File: config.mk
export PLATFORM = sky130hd
export DESIGN_NAME = reorder_buffer_core
export DESIGN_NICKNAME = d
export VERILOG_FILES = /design/src/design/rob_pkg.sv /design/src/design/rob_ram.sv /design/src/design/rob_ctrl.sv /design/src/design/rob_datapath.sv /design/src/design/reorder_buffer_core.sv
export SDC_FILE = /design/constraint.sdc
export NUM_CORES = 2
export LEC_CHECK = 0
export BUFFER_PORTS_ARGS = -buffer_cell sky130_fd_sc_hd__buf_2
export CAP_MARGIN = 20
export CORE_MARGIN = 10
export CORE_UTILIZATION = 56
export DETAILED_ROUTE_END_ITERATION = 12
export PLACE_DENSITY = 0.75
export SLEW_MARGIN = 20
export SYNTH_ARGS = -nofsm -noshare
export SYNTH_HDL_FRONTEND = slang
export SYNTH_SLANG_ARGS = --single-unit
File: constraint.sdc
create_clock -name clk -period 4.3 [get_ports clk]
set_clock_uncertainty 0.2 [all_clocks]
set_input_delay 0.86 -clock clk [delete_from_list [all_inputs] [get_ports clk]]
set_output_delay 0.86 -clock clk [all_outputs]
set_load 0.1 [all_outputs]
File: src/design/rob_pkg.sv
// shared types and codes for the reorder buffer
`timescale 1ns / 1ps
`default_nettype none

package rob_pkg;

	localparam int TAG_W   = 5;
	localparam int DEST_W  = 6;
	localparam int VALUE_W = 32;

	typedef enum logic [1:0] {
		KIND_ALLOC       = 2'd0,
		KIND_READY_INT   = 2'd1,
		KIND_READY_FLOAT = 2'd2,
		KIND_COMMIT      = 2'd3
	} kind_t;

	typedef enum logic [1:0] {
		STATUS_OK        = 2'd0,
		STATUS_FULL      = 2'd1,
		STATUS_EMPTY     = 2'd2,
		STATUS_NOT_READY = 2'd3
	} status_t;

	// which form the result register takes
	typedef enum logic [1:0] {
		SEL_STATUS = 2'd0,
		SEL_ALLOC  = 2'd1,
		SEL_RETIRE = 2'd2
	} res_sel_t;

	typedef enum logic {
		S_IDLE   = 1'b0,
		S_RETIRE = 1'b1
	} state_t;

	typedef struct packed {
		logic     alloc;
		logic     mark_int;
		logic     mark_float;
		logic     retire;
		logic     load_out;
		res_sel_t sel;
		status_t  status;
	} rob_cmd_t;

	typedef struct packed {
		logic full;
		logic empty;
		logic head_ready;
	} rob_stat_t;

endpackage

`default_nettype wire

File: src/design/rob_ram.sv
// generic single write port ram with registered read
`timescale 1ns / 1ps
`default_nettype none

module rob_ram #(
	parameter int WIDTH = 32,
	parameter int DEPTH = 32
) (
	input  wire logic                     clk,
	input  wire logic                     we,
	input  wire logic [$clog2(DEPTH)-1:0] waddr,
	input  wire logic [WIDTH-1:0]         wdata,
	input  wire logic [$clog2(DEPTH)-1:0] raddr,
	output logic      [WIDTH-1:0]         rdata
);

	logic [WIDTH-1:0] mem_q [DEPTH];
	logic [WIDTH-1:0] rdata_q;

	always_ff @(posedge clk) begin
		if (we) begin
			mem_q[waddr] <= wdata;
		end
		rdata_q <= mem_q[raddr];
	end

	assign rdata = rdata_q;

endmodule

`default_nettype wire

File: src/design/rob_ctrl.sv
// request sequencer and result register control
`timescale 1ns / 1ps
`default_nettype none

module rob_ctrl
	import rob_pkg::*;
(
	input  wire logic      clk,
	input  wire logic      arst_n,
	input  wire logic      req_valid,
	output logic           req_stall,
	input  wire kind_t     kind,
	output logic           res_valid,
	input  wire logic      res_stall,
	input  wire rob_stat_t stat,
	output rob_cmd_t       cmd
);

	state_t state_q;
	state_t state_d;
	logic   res_valid_q;
	logic   out_free;
	logic   accept;

	// result register can take a new result this cycle
	assign out_free  = !res_valid_q || !res_stall;
	assign req_stall = (state_q != S_IDLE) || !out_free;
	assign accept    = req_valid && !req_stall;
	assign res_valid = res_valid_q;

	always_comb begin
		state_d = state_q;
		unique case (state_q)
			S_IDLE: begin
				if (accept && kind == KIND_COMMIT && !stat.empty && stat.head_ready) begin
					state_d = S_RETIRE;
				end
			end
			S_RETIRE: begin
				if (out_free) begin
					state_d = S_IDLE;
				end
			end
		endcase
	end

	always_comb begin
		cmd = '0;
		unique case (state_q)
			S_IDLE: begin
				if (accept) begin
					unique case (kind) inside
						KIND_ALLOC: begin
							cmd.load_out = 1'b1;
							if (stat.full) begin
								cmd.sel    = SEL_STATUS;
								cmd.status = STATUS_FULL;
							end else begin
								cmd.alloc  = 1'b1;
								cmd.sel    = SEL_ALLOC;
								cmd.status = STATUS_OK;
							end
						end
						KIND_READY_INT, KIND_READY_FLOAT: begin
							cmd.mark_int   = (kind == KIND_READY_INT);
							cmd.mark_float = (kind == KIND_READY_FLOAT);
							cmd.load_out   = 1'b1;
							cmd.sel        = SEL_STATUS;
							cmd.status     = STATUS_OK;
						end
						KIND_COMMIT: begin
							// a good commit goes to S_RETIRE and waits there for the registered entry read
							if (stat.empty) begin
								cmd.load_out = 1'b1;
								cmd.sel      = SEL_STATUS;
								cmd.status   = STATUS_EMPTY;
							end else if (!stat.head_ready) begin
								cmd.load_out = 1'b1;
								cmd.sel      = SEL_STATUS;
								cmd.status   = STATUS_NOT_READY;
							end
						end
					endcase
				end
			end
			S_RETIRE: begin
				if (out_free) begin
					cmd.retire   = 1'b1;
					cmd.load_out = 1'b1;
					cmd.sel      = SEL_RETIRE;
					cmd.status   = STATUS_OK;
				end
			end
		endcase
	end

	always_ff @(posedge clk or negedge arst_n) begin
		if (!arst_n) begin
			state_q     <= S_IDLE;
			res_valid_q <= 1'b0;
		end else begin
			state_q <= state_d;
			if (cmd.load_out) begin
				res_valid_q <= 1'b1;
			end else if (!res_stall) begin
				res_valid_q <= 1'b0;
			end
		end
	end

endmodule

`default_nettype wire

File: src/design/rob_datapath.sv
// pointers, ready bits, entry rams and result register
`timescale 1ns / 1ps
`default_nettype none

module rob_datapath
	import rob_pkg::*;
#(
	parameter int DEPTH = 32
) (
	input  wire logic                      clk,
	input  wire logic                      arst_n,
	input  wire rob_cmd_t                  cmd,
	output rob_stat_t                      stat,
	input  wire logic signed [DEST_W-1:0]  dest_reg,
	input  wire logic                      is_float,
	input  wire logic [TAG_W-1:0]          entry_index,
	input  wire logic [VALUE_W-1:0]        result_value,
	output logic [1:0]                     status,
	output logic [TAG_W-1:0]               alloc_tag,
	output logic                           retired,
	output logic                           write_enable,
	output logic signed [DEST_W-1:0]       retire_dest,
	output logic                           retire_float,
	output logic [VALUE_W-1:0]             retire_value,
	output logic [TAG_W-1:0]               retire_tag
);

	localparam int PW = $clog2(DEPTH);
	localparam int OW = $clog2(DEPTH + 1);

	logic [PW-1:0]      head_q;
	logic [PW-1:0]      tail_q;
	logic [OW-1:0]      occ_q;
	logic [DEPTH-1:0]   ready_q;
	logic [PW-1:0]      idx;
	logic               idx_ok;
	logic               mark;

	logic               dest_we;
	logic               flag_we;
	logic [PW-1:0]      flag_waddr;
	logic               flag_wdata;
	logic               int_we;
	logic [PW-1:0]      int_waddr;
	logic [VALUE_W-1:0] int_wdata;
	logic               fval_we;

	logic [DEST_W-1:0]  dest_rd;
	logic               flag_rd;
	logic [VALUE_W-1:0] int_rd;
	logic [VALUE_W-1:0] fval_rd;

	status_t            status_q;
	logic [TAG_W-1:0]   alloc_tag_q;
	logic               retired_q;
	logic               write_enable_q;
	logic [DEST_W-1:0]  retire_dest_q;
	logic               retire_float_q;
	logic [VALUE_W-1:0] retire_value_q;
	logic [TAG_W-1:0]   retire_tag_q;

	function automatic logic [PW-1:0] advance(input logic [PW-1:0] p);
		return (p == PW'(DEPTH - 1)) ? '0 : p + 1'b1;
	endfunction

	assign idx    = PW'(entry_index);
	assign idx_ok = (32'(entry_index) < 32'(DEPTH));
	assign mark   = (cmd.mark_int || cmd.mark_float) && idx_ok;

	assign stat.full       = (occ_q == OW'(DEPTH));
	assign stat.empty      = (occ_q == '0);
	assign stat.head_ready = ready_q[head_q];

	// write port steering: allocate uses the tail, mark uses the given index
	assign dest_we    = cmd.alloc;
	assign flag_we    = cmd.alloc || (cmd.mark_float && idx_ok);
	assign flag_waddr = cmd.alloc ? tail_q : idx;
	assign flag_wdata = cmd.alloc ? is_float : 1'b1;
	assign int_we     = cmd.alloc || (cmd.mark_int && idx_ok);
	assign int_waddr  = cmd.alloc ? tail_q : idx;
	assign int_wdata  = cmd.alloc ? '0 : result_value;
	assign fval_we    = cmd.mark_float && idx_ok;

	rob_ram #(.WIDTH(DEST_W), .DEPTH(DEPTH)) u_dest_ram (
		.clk   (clk),
		.we    (dest_we),
		.waddr (tail_q),
		.wdata (dest_reg),
		.raddr (head_q),
		.rdata (dest_rd)
	);

	rob_ram #(.WIDTH(1), .DEPTH(DEPTH)) u_flag_ram (
		.clk   (clk),
		.we    (flag_we),
		.waddr (flag_waddr),
		.wdata (flag_wdata),
		.raddr (head_q),
		.rdata (flag_rd)
	);

	rob_ram #(.WIDTH(VALUE_W), .DEPTH(DEPTH)) u_int_ram (
		.clk   (clk),
		.we    (int_we),
		.waddr (int_waddr),
		.wdata (int_wdata),
		.raddr (head_q),
		.rdata (int_rd)
	);

	rob_ram #(.WIDTH(VALUE_W), .DEPTH(DEPTH)) u_fval_ram (
		.clk   (clk),
		.we    (fval_we),
		.waddr (idx),
		.wdata (result_value),
		.raddr (head_q),
		.rdata (fval_rd)
	);

	always_ff @(posedge clk or negedge arst_n) begin
		if (!arst_n) begin
			head_q  <= '0;
			tail_q  <= '0;
			occ_q   <= '0;
			ready_q <= '0;
		end else begin
			if (cmd.alloc) begin
				tail_q          <= advance(tail_q);
				occ_q           <= occ_q + 1'b1;
				ready_q[tail_q] <= 1'b0;
			end else if (mark) begin
				ready_q[idx] <= 1'b1;
			end else if (cmd.retire) begin
				head_q          <= advance(head_q);
				occ_q           <= occ_q - 1'b1;
				ready_q[head_q] <= 1'b0;
			end
		end
	end

	always_ff @(posedge clk) begin
		if (cmd.load_out) begin
			status_q       <= cmd.status;
			alloc_tag_q    <= '0;
			retired_q      <= 1'b0;
			write_enable_q <= 1'b0;
			retire_dest_q  <= '0;
			retire_float_q <= 1'b0;
			retire_value_q <= '0;
			retire_tag_q   <= '0;
			case (cmd.sel)
				SEL_ALLOC: begin
					alloc_tag_q <= TAG_W'(tail_q);
				end
				SEL_RETIRE: begin
					retired_q      <= 1'b1;
					write_enable_q <= !dest_rd[DEST_W-1];
					retire_dest_q  <= dest_rd;
					retire_float_q <= flag_rd;
					retire_value_q <= flag_rd ? fval_rd : int_rd;
					retire_tag_q   <= TAG_W'(head_q);
				end
				default: begin
				end
			endcase
		end
	end

	assign status       = status_q;
	assign alloc_tag    = alloc_tag_q;
	assign retired      = retired_q;
	assign write_enable = write_enable_q;
	assign retire_dest  = retire_dest_q;
	assign retire_float = retire_float_q;
	assign retire_value = retire_value_q;
	assign retire_tag   = retire_tag_q;

endmodule

`default_nettype wire

File: src/design/reorder_buffer_core.sv
// top level of the circular reorder buffer
// each request is one operation: allocate an entry at the tail, mark an
// entry ready with an integer or float result, or commit the head entry.
// every request gives exactly one result on the result channel.
// request channel: req_valid / req_stall, accepted when valid and not stalled
// result channel: res_valid / res_stall, taken when valid and not stalled
// results: allocate, mark ready and a refused commit show their result
// in the cycle after acceptance; a commit that retires goes to the retire
// state, reads the entry rams at head and then loads the result register
// throughput: allocate and mark ready one per cycle unless stalled;
// a retiring commit holds off requests for the registered read at head
// reset clears pointers, occupancy and all ready bits at once; no clearing
// pass, requests are taken in the first cycle after reset
// when the receiver stalls, the result register holds and req_stall rises
// as soon as a second result would have nowhere to go
// a retired entry gives its tag so outside logic can clear alias table
// entries and rebroadcast the value
`timescale 1ns / 1ps
`default_nettype none

module reorder_buffer_core
	import rob_pkg::*;
#(
	parameter int DEPTH = 32
) (
	input  wire logic                     clk,
	input  wire logic                     arst_n,
	// request channel
	input  wire logic                     req_valid,
	output logic                          req_stall,
	input  wire logic [1:0]               kind,
	input  wire logic signed [DEST_W-1:0] dest_reg,
	input  wire logic                     is_float,
	input  wire logic [TAG_W-1:0]         entry_index,
	input  wire logic [VALUE_W-1:0]       result_value,
	// result channel
	output logic                          res_valid,
	input  wire logic                     res_stall,
	output logic [1:0]                    status,
	output logic [TAG_W-1:0]              alloc_tag,
	output logic                          retired,
	output logic                          write_enable,
	output logic signed [DEST_W-1:0]      retire_dest,
	output logic                          retire_float,
	output logic [VALUE_W-1:0]            retire_value,
	output logic [TAG_W-1:0]              retire_tag
);

	rob_cmd_t  cmd;
	rob_stat_t stat;

	// sequencer: decodes the request, checks full / empty / head ready
	rob_ctrl u_ctrl (
		.clk       (clk),
		.arst_n    (arst_n),
		.req_valid (req_valid),
		.req_stall (req_stall),
		.kind      (kind_t'(kind)),
		.res_valid (res_valid),
		.res_stall (res_stall),
		.stat      (stat),
		.cmd       (cmd)
	);

	// entry storage, pointers and the result register
	rob_datapath #(.DEPTH(DEPTH)) u_datapath (
		.clk          (clk),
		.arst_n       (arst_n),
		.cmd          (cmd),
		.stat         (stat),
		.dest_reg     (dest_reg),
		.is_float     (is_float),
		.entry_index  (entry_index),
		.result_value (result_value),
		.status       (status),
		.alloc_tag    (alloc_tag),
		.retired      (retired),
		.write_enable (write_enable),
		.retire_dest  (retire_dest),
		.retire_float (retire_float),
		.retire_value (retire_value),
		.retire_tag   (retire_tag)
	);

endmodule

`default_nettype wire

# After elaboration in Yosys (flattened, before gate mapping)

Memories as Yosys holds them, arrays and structs flattened. A register that Yosys moved wholly into a read port is not among the register bits.
Cells that the tools add are included.

Output and inout port bits: 55
Memory bits (read-only): 0
Flip-flop bits (word level): 103
Bits in latches: 0
Word-level logic and storage cells: 118
Memories kept: 4
Bits in writable memories: 2272
Bits of input ports: 50

Equality and inequality tests: 10
Multiplexer cells: 47
Bitwise gates (word level): 8
Shifts and indexed selects: 0
Magnitude comparators: 6
$add $sub $neg: 4
Multiply operators: 0
Divide/modulo/power cells: 0
Reductions and logical operators: 25

Memory list:

| name                        | words | bits a word | rd ports | clocked after Yosys merged registers in | write ports | RTL line      | text |
|---|---|---|---|---|---|---|---|
| u_datapath.u_fval_ram.mem_q | 32    | 32          | 1        | 1                                       | 1           | rob_ram.sv:17 | `logic [WIDTH-1:0] mem_q [DEPTH];` |
| u_datapath.u_int_ram.mem_q  | 32    | 32          | 1        | 1                                       | 1           | rob_ram.sv:17 |  |
| u_datapath.u_dest_ram.mem_q | 32    | 6           | 1        | 1                                       | 1           | rob_ram.sv:17 |  |
| u_datapath.u_flag_ram.mem_q | 32    | 1           | 1        | 1                                       | 1           | rob_ram.sv:17 |  |

Operators with widths:

| cell                                                | number |
|---|---|
| 2-to-1 mux 32 bit                                   | 5 |
| AND 32 bit                                          | 2 |
| inverter 32 bit                                     | 2 |
| OR 32 bit                                           | 1 |
| 2-to-1 mux 5 bit                                    | 6 |
| 2-to-1 mux 6 bit                                    | 4 |
| 2-to-1 mux 1 bit                                    | 21 |
| < comparator 5 x 6 -> 1 bit, second input constant  | 3 |
| demux 1 bit (select 5 bit)                          | 3 |
| >= comparator 5 x 1 -> 1 bit, second input constant | 3 |
| one-hot mux 5 bit (3 select lines)                  | 1 |
| adder 5 x 1 -> 5 bit, second input constant         | 2 |
| equality test 5 bit, second input constant          | 2 |
| one-hot mux 5 bit (2 select lines)                  | 1 |
| 2-to-1 mux 3 bit                                    | 3 |
| logical AND 1 bit                                   | 7 |
| adder 6 x 1 -> 6 bit, second input constant         | 1 |
| equality test 2 bit, second input constant          | 3 |
| equality test 6 bit, second input constant          | 1 |
| logical NOT 1 bit                                   | 6 |
| logical NOT 6 bit                                   | 1 |
| subtractor 6 x 1 -> 6 bit, second input constant    | 1 |
| binary-select mux 1 bit (select 5 bit)              | 1 |
| logical OR 1 bit                                    | 5 |
| 11 further kinds                                    | 15 |

# Logic depth before layout (Yosys ltp)

Word-level depth: 11
Gate-level depth with buffers: 13
Depth with buffers taken out: 11

# Hierarchy

From an unflattened synthesis, not the netlist that was laid out.

Cell total of the unflattened synthesis: 5522
Area, all modules: 95982.1 um2

Modules (own cells, without submodules):

| module                              | area an instance (um2) | instances | sequential area each (um2) | cells each |
|---|---|---|---|---|
| rob_ram (u_datapath.u_fval_ram ...) | 40485.1                | 2         | 31390.1                    | 2260 |
| rob_ram (u_datapath.u_dest_ram)     | 7589.8                 | 1         | 5885.6                     | 323 |
| rob_datapath                        | 5616.6                 | 1         | 2792.7                     | 529 |
| rob_ram (u_datapath.u_flag_ram)     | 1517.7                 | 1         | 980.9                      | 120 |
| rob_ctrl                            | 287.8                  | 1         | 50.0                       | 30 |

# Worst setup path after synthesis

No wires, ideal clock.

Path type: reg2reg
Start: reg u_ctrl.res_valid_q, in the netlist u_ctrl.res_valid
End: reg u_datapath.alloc_tag_q[0], in the netlist u_datapath.alloc_tag[0] (enable)
Period minus slack after synthesis: 5.190 ns
Cell stages (with the launch flop): 7
Arrival: 4.508 ns
Required time: 3.619 ns
Slack: -0.890 ns
Path through: dfrtp_1 a21oi_1 and2_1 clkbuf_1 buf_1 a21oi_1 a21oi_1

RTL lines:

| element                  | RTL line            | text |
|---|---|---|
| start: declaration       | rob_ctrl.sv:21      | `logic res_valid_q;` |
| start signal: assignment | rob_ctrl.sv:100     | `res_valid_q <= 1'b0;` |
| start signal: assignment | rob_ctrl.sv:104     | `res_valid_q <= 1'b1;` |
| start signal: assignment | rob_ctrl.sv:106     | `res_valid_q <= 1'b0;` |
| end signal: assignment   | rob_datapath.sv:153 | `alloc_tag_q <= TAG_W'(tail_q);` |
| end: declaration         | rob_datapath.sv:54  | `logic [TAG_W-1:0] alloc_tag_q;` |

# Worst setup path after layout

Start: reg u_datapath.occ_q[0]
End: mem u_datapath.u_int_ram.mem_q[11][23] (enable)

Cells in the longest elaborated chain, start to end: 8
Elaborated cells between the ends (all ways): 9
Classes of those cells: eq/ne: 1; mux: 7; reduce/logical: 1

Ends and longest elaborated chain:

| element                                | RTL line            | text |
|---|---|---|
| start: declaration                     | rob_datapath.sv:33  | `logic [OW-1:0] occ_q;` |
| start signal: assignment               | rob_datapath.sv:129 | `occ_q <= occ_q + 1'b1;` |
| start signal: assignment               | rob_datapath.sv:135 | `occ_q <= occ_q - 1'b1;` |
| equality test 6 bit (*)                | rob_datapath.sv:70  | `assign stat.full = (occ_q == OW'(DEPTH));` |
| 2-to-1 mux 1 bit (*)                   | rob_ctrl.sv:55      | `if (stat.full) begin` |
| 2-to-1 mux 1 bit (*)                   | rob_ctrl.sv:52      | `unique case (kind) inside` |
| 2-to-1 mux 3 bit (*)                   | rob_ctrl.sv:51      | `if (accept) begin` |
| 2-to-1 mux 3 bit (*)                   | rob_ctrl.sv:49      | `unique case (state_q)` |
| logical OR 1 bit                       | rob_datapath.sv:79  | `assign int_we = cmd.alloc \|\| (cmd.mark_int && idx_ok);` |
| 2-to-1 mux 1 bit                       | rob_ram.sv:21       | `if (we) begin` |
| 2-to-1 mux 1 bit (implied by the code) | rob_ram.sv:22       | `mem_q[waddr] <= wdata;` |
| end: declaration                       | rob_ram.sv:17       |  |

Mark *: on every way between the ends. The rest lies on a longest branch, timed or not.

==> results by group <==
Critical path
  – Kind of critical path: reg2reg
  – Crit path arrival time: a little over 4 ns
  – Crit end category: flop
  – Maximum fanout count along the critical path: 18
  – Kind of launch point of the worst setup path: flop
  – Required time reported for the critical path endpoint: 4.69 ns

Clock network
  – TritonCTS Sinks: 2446
  – Clock-pin slew on the worst setup and hold paths: around 0.070 ns
  – Resized Gates After CTS: 0
  – Clock tree from TritonCTS: built
  – H-tree depth: 4
  – Clk buf depth: 3
  – Number of buffers created by CTS: 222
  – Latest clock arrival within the worst-skew pair: a little under 0.9 ns
  – Clock Tree Root: sky130_fd_sc_hd__clkbuf_16

STA
  – RSZ-0062 raised after global routing: false
  – Final WS setup: 0.5850 ns
  – Max Clock Freq: roughly 270 MHz
  – Setup TNS after final layout: 0 ns
  – Transition time at the pin with the least slew margin: between 1 and 1.5 ns
  – Number of hold-slack violations in the final timing report: 0
  – Share of the cycle needed by the critical path after routing: 0.8639
  – Worst max-slew margin expressed relative to the limit: 0.2686
  – Number of slew-limit violations in the final report: 0
  – Shortest clock period the worst path allows after layout: 3.715 ns
  – Setup Viol. Count Final: 0

Routing
  – Detailed-route vias per instance: 6.868
  – Number of search-and-repair iterations in the first detailed-routing pass: 8
  – DRC Markers: 0
  – Antenna-violating nets left: 0
  – Overall via count from detail_route: 47190
  – Routed length per instance: 35.84 µm
  – Routed wire length: 246300 µm
  – Initial DRC count: approximately 7300

Die
  – Cell row count: about 150
  – Die Ht: approximately 430 µm
  – Chip Width: approximately 430 µm
  – Effective utilization at floorplan: 0.5648
  – # IOs: about 110
  – Area of the die: 181400 µm²
  – Std-Cell Core Area: approximately 160000 µm²

Yosys
  – Synth Register Bits: between 2000 and 2500
  – Number of enable-type register cells in the synthesized netlist: 2325
  – Count of warnings emitted by yosys: 0
  – Combined area of all synthesized cells: a little over 90000 µm²
  – Main combinational cell family by area after synthesis: multiplexers
  – Net count after synthesis: ~4200
  – Ys async rst share: 0.02044
  – Top FF cell, synth: sky130_fd_sc_hd__edfxtp_1
  – Compound-cell area share of the yosys netlist: 0.03248
  – Part of the Yosys area used for sequential elements: 0.7858
  – Synthesized-area fraction occupied by and/or/nand/nor cells: 0.02314
  – Number of distinct library cell variants in the gate-level netlist after synthesis: between 50 and 60
  – Parity-gate share of the synthesized area counting xor and xnor cells: 0.0004747
  – Adder-Cell Fraction of Synth Area: 0.002794
  – Post-synthesis area per instance: about 22 µm²
  – Post-Synthesis Cells: between 4000 and 5000
  – Portion of netlist area occupied by mux cells: 0.1447

Cells and area
  – Layout Area Growth over Synthesis: 14.27%
  – Fraction of final layout cells sized beyond drive strength 1: 0.2892
  – Final nets: roughly 4600
  – Post-route non-filler standard cell count: just under 7000
  – Filler cells: just over 10000

GRT
  – Global-route usage over all layers: 0.2717
  – Remaining global-route overflow: 0
  – First-pass GRT wire length: 351900 µm
  – Number of antenna violations at the first check in global routing: 12
  – Number of global-route vias before repair: between 40000 and 50000
  – Maximum number of pins on one net before global-route repair: approximately 90

Placed design
  – Placed Cells incl. Taps: 6448
  – Worst setup slack after placement: about 0.65 ns
  – Half-perimeter wire length after detailed placement: approximately 140000 µm
  – Placer's final routability congestion estimate: around 0.87
  – Number of buffers added on ports: 104

Power and ir drop
  – Power density cells: about 620 nW/µm²
  – Worst supply voltage drop on vdd: approximately 600 µV
  – Leakage dissipation: 0.03330 µW

Run status
  – Status: complete, no violations

Flow run
  – Max cap viols: 0

Hold path
  – Worst min-delay path category: in2reg
[placed cells by master, fill, tap and decap left out, types with 6 or more instances in the layout]
master and n:
sky130_fd_sc_hd__mux2i_1 50, sky130_fd_sc_hd__bufinv_16 32, sky130_fd_sc_hd__nand4_1 71, sky130_fd_sc_hd__mux4_2 568, sky130_fd_sc_hd__nand3_1 10, sky130_fd_sc_hd__inv_1 11
sky130_fd_sc_hd__a22oi_1 285, sky130_fd_sc_hd__clkinv_2 39, sky130_fd_sc_hd__nand3b_1 7, sky130_fd_sc_hd__clkinvlp_4 6, sky130_fd_sc_hd__buf_2 104, sky130_fd_sc_hd__and3_1 19
sky130_fd_sc_hd__a21oi_1 59, sky130_fd_sc_hd__clkbuf_1 46, sky130_fd_sc_hd__nor2_1 112, sky130_fd_sc_hd__edfxtp_1 2325, sky130_fd_sc_hd__or3b_2 6, sky130_fd_sc_hd__a221oi_2 8
sky130_fd_sc_hd__a221oi_1 24, sky130_fd_sc_hd__nor2_4 70, sky130_fd_sc_hd__and2_1 41, sky130_fd_sc_hd__buf_12 67, sky130_fd_sc_hd__dfxtp_1 70, sky130_fd_sc_hd__nand2_1 27
sky130_fd_sc_hd__ha_1 19, sky130_fd_sc_hd__nor3_1 11, sky130_fd_sc_hd__or3_1 6, sky130_fd_sc_hd__o21ai_0 12, sky130_fd_sc_hd__dfrtp_1 48, sky130_fd_sc_hd__clkbuf_16 227
sky130_fd_sc_hd__clkinv_1 42, sky130_fd_sc_hd__buf_4 175, sky130_fd_sc_hd__clkbuf_8 14
[cell usage after synthesis, types with 3 or more instances]
cell type	n	share of area
sky130_fd_sc_hd__edfxtp_1	2325	0.76
sky130_fd_sc_hd__mux4_2	568	0.14
sky130_fd_sc_hd__a22oi_1	285	0.023
sky130_fd_sc_hd__nor2_1	183	0.0074
sky130_fd_sc_hd__clkbuf_1	126	0.0051
sky130_fd_sc_hd__buf_1	79	0.0032
sky130_fd_sc_hd__dfxtp_1	71	0.015
sky130_fd_sc_hd__nand4_1	71	0.0048
sky130_fd_sc_hd__a21oi_1	60	0.0033
sky130_fd_sc_hd__dfrtp_1	50	0.014
sky130_fd_sc_hd__mux2i_1	50	0.0054
sky130_fd_sc_hd__and2_1	41	0.0028
sky130_fd_sc_hd__nand2_1	28	0.0011
sky130_fd_sc_hd__buf_2	25	0.0014
sky130_fd_sc_hd__a221oi_1	24	0.0023
sky130_fd_sc_hd__and3_1	19	0.0013
sky130_fd_sc_hd__ha_1	19	0.0026
sky130_fd_sc_hd__nor3_1	13	0.00071
sky130_fd_sc_hd__inv_1	12	0.00049
sky130_fd_sc_hd__o21ai_0	12	0.00065
sky130_fd_sc_hd__nand3_1	10	0.00054
sky130_fd_sc_hd__a221oi_2	8	0.0013
sky130_fd_sc_hd__nand3b_1	7	0.00057
sky130_fd_sc_hd__or3_1	6	0.00041
sky130_fd_sc_hd__or3b_2	6	0.00057
sky130_fd_sc_hd__and3_2	4	0.00033
sky130_fd_sc_hd__and3b_1	4	0.00038
sky130_fd_sc_hd__nor3b_1	4	0.00033
sky130_fd_sc_hd__nor4b_4	4	0.0010
sky130_fd_sc_hd__o221ai_1	4	0.00038
sky130_fd_sc_hd__mux2_2	3	0.00037
sky130_fd_sc_hd__nand2b_1	3	0.00020
sky130_fd_sc_hd__o31ai_1	3	0.00024
sky130_fd_sc_hd__xnor2_1	3	0.00028
[sequential cells by signal, summed over array words and instances (netlist names), 2 cells and up]
register                     count
u_datapath.u_dest_ram.mem_q    192
u_datapath.u_flag_ram.mem_q     32
u_datapath.status                2
u_datapath.retire_dest           6
u_datapath.u_dest_ram.rdata      6
u_datapath.u_int_ram.mem_q    1024
u_datapath.occ_q                 6
u_datapath.ready_q              32
u_datapath.u_int_ram.rdata      32
u_datapath.retire_tag            5
u_datapath.u_fval_ram.rdata     32
u_datapath.retire_value         32
u_datapath.u_fval_ram.mem_q   1024
u_datapath.alloc_tag             5
u_datapath.head_q                5
u_datapath.tail_q                5
[where the power goes]
group          internal [µW]  leakage, µW  switching (µW)
Sequential             27100       0.0222             978
Combinational           6640      0.00740            9810
Clock                  11800      0.00371            8650
[cell families (layout without fill, tap and decap cells)]
logic type,Yosys count,after routing
AND/OR/NAND/NOR,411,411
adder cells (fa/ha/maj),20,20
XOR/XNOR,5,5
multiplexers,623,623
AO/OA/AOI/OAI,409,409
buffers and inverters,246,778
flip-flops,2446,2446
other,0,4
[worst max-delay path, stage by stage (launching register included)]
cell and delay, ns:
sky130_fd_sc_hd__dfrtp_1 0.43, sky130_fd_sc_hd__or4_4 0.58, sky130_fd_sc_hd__o31ai_1 0.47, sky130_fd_sc_hd__nor2_2 0.08
sky130_fd_sc_hd__inv_2 0.23, sky130_fd_sc_hd__a2bb2oi_2 0.85, sky130_fd_sc_hd__buf_4 0.29, sky130_fd_sc_hd__nor2_4 0.04
sky130_fd_sc_hd__buf_4 0.23
[stage by stage]
stage          power [µW]    util  hold WS, ns  cell area (µm²)
2_1_floorplan       38530       -       0.2686            92250
3_3_place_gp        44540  0.5988       0.2854            97800
3_5_place_dp        44680  0.5988       0.2990            97800
4_1_cts             65080  0.6453      0.08453           105400
6_report            64990  0.6454       0.1464           105400
5_1_grt             66630  0.6453       0.1324           105400
[cell type report]
type / count / area (µm²) / share of cell area
Antenna cell: 4 / 10.01 / 0.00009496
Clock buffer: 287 / 6046 / 0.05736
Clock inverter: 131 / 1546 / 0.01467
Inverter: 13 / 48.80 / 0.0004629
Multi-Input combinational cell: 1468 / 19350 / 0.1836
Sequential cell: 2446 / 72500 / 0.6878
Tap cell: 2175 / 2721 / 0.02582
Timing Repair Buffer: 347 / 3186 / 0.03022
[worst paths after layout]
| check | start | to | slack [ns] | cells past startpoint |
|---|---|---|---|---|
| worst max-delay path | u_datapath.occ_q[0] | u_datapath.u_int_ram.mem_q[11][23] | 0.59 | 8 |
| worst min-delay path | req_valid | u_ctrl.res_valid | 0.15 | 3 |
| worst max register to register | u_datapath.occ_q[0] | u_datapath.u_int_ram.mem_q[11][23] | 0.59 | 8 |
| worst min register to register | u_datapath.occ_q[5] | u_datapath.occ_q[5] | 0.31 | 1 |
| max in group asynchronous | arst_n | u_datapath.occ_q[1] | 2.63 | 3 |
| min in group asynchronous | arst_n | u_datapath.ready_q[20] | 0.51 | 2 |
[layer usage]
metal	vias up	global-route usage	share of wire
met5	-	0	0.00032
met4	14	0.1295	0.055
met3	554	0.05674	0.11
met2	3588	0.4299	0.49
met1	24690	0.3647	0.35
li1	18340	-	-
[what timing repair did]
action,CTS,global route
hold endpoints to repair,39,0
buffers inserted,0,0
hold buffers,1,0
setup endpoints to repair,0,0
No activity file was read; power rests on OpenSTA's default activity.
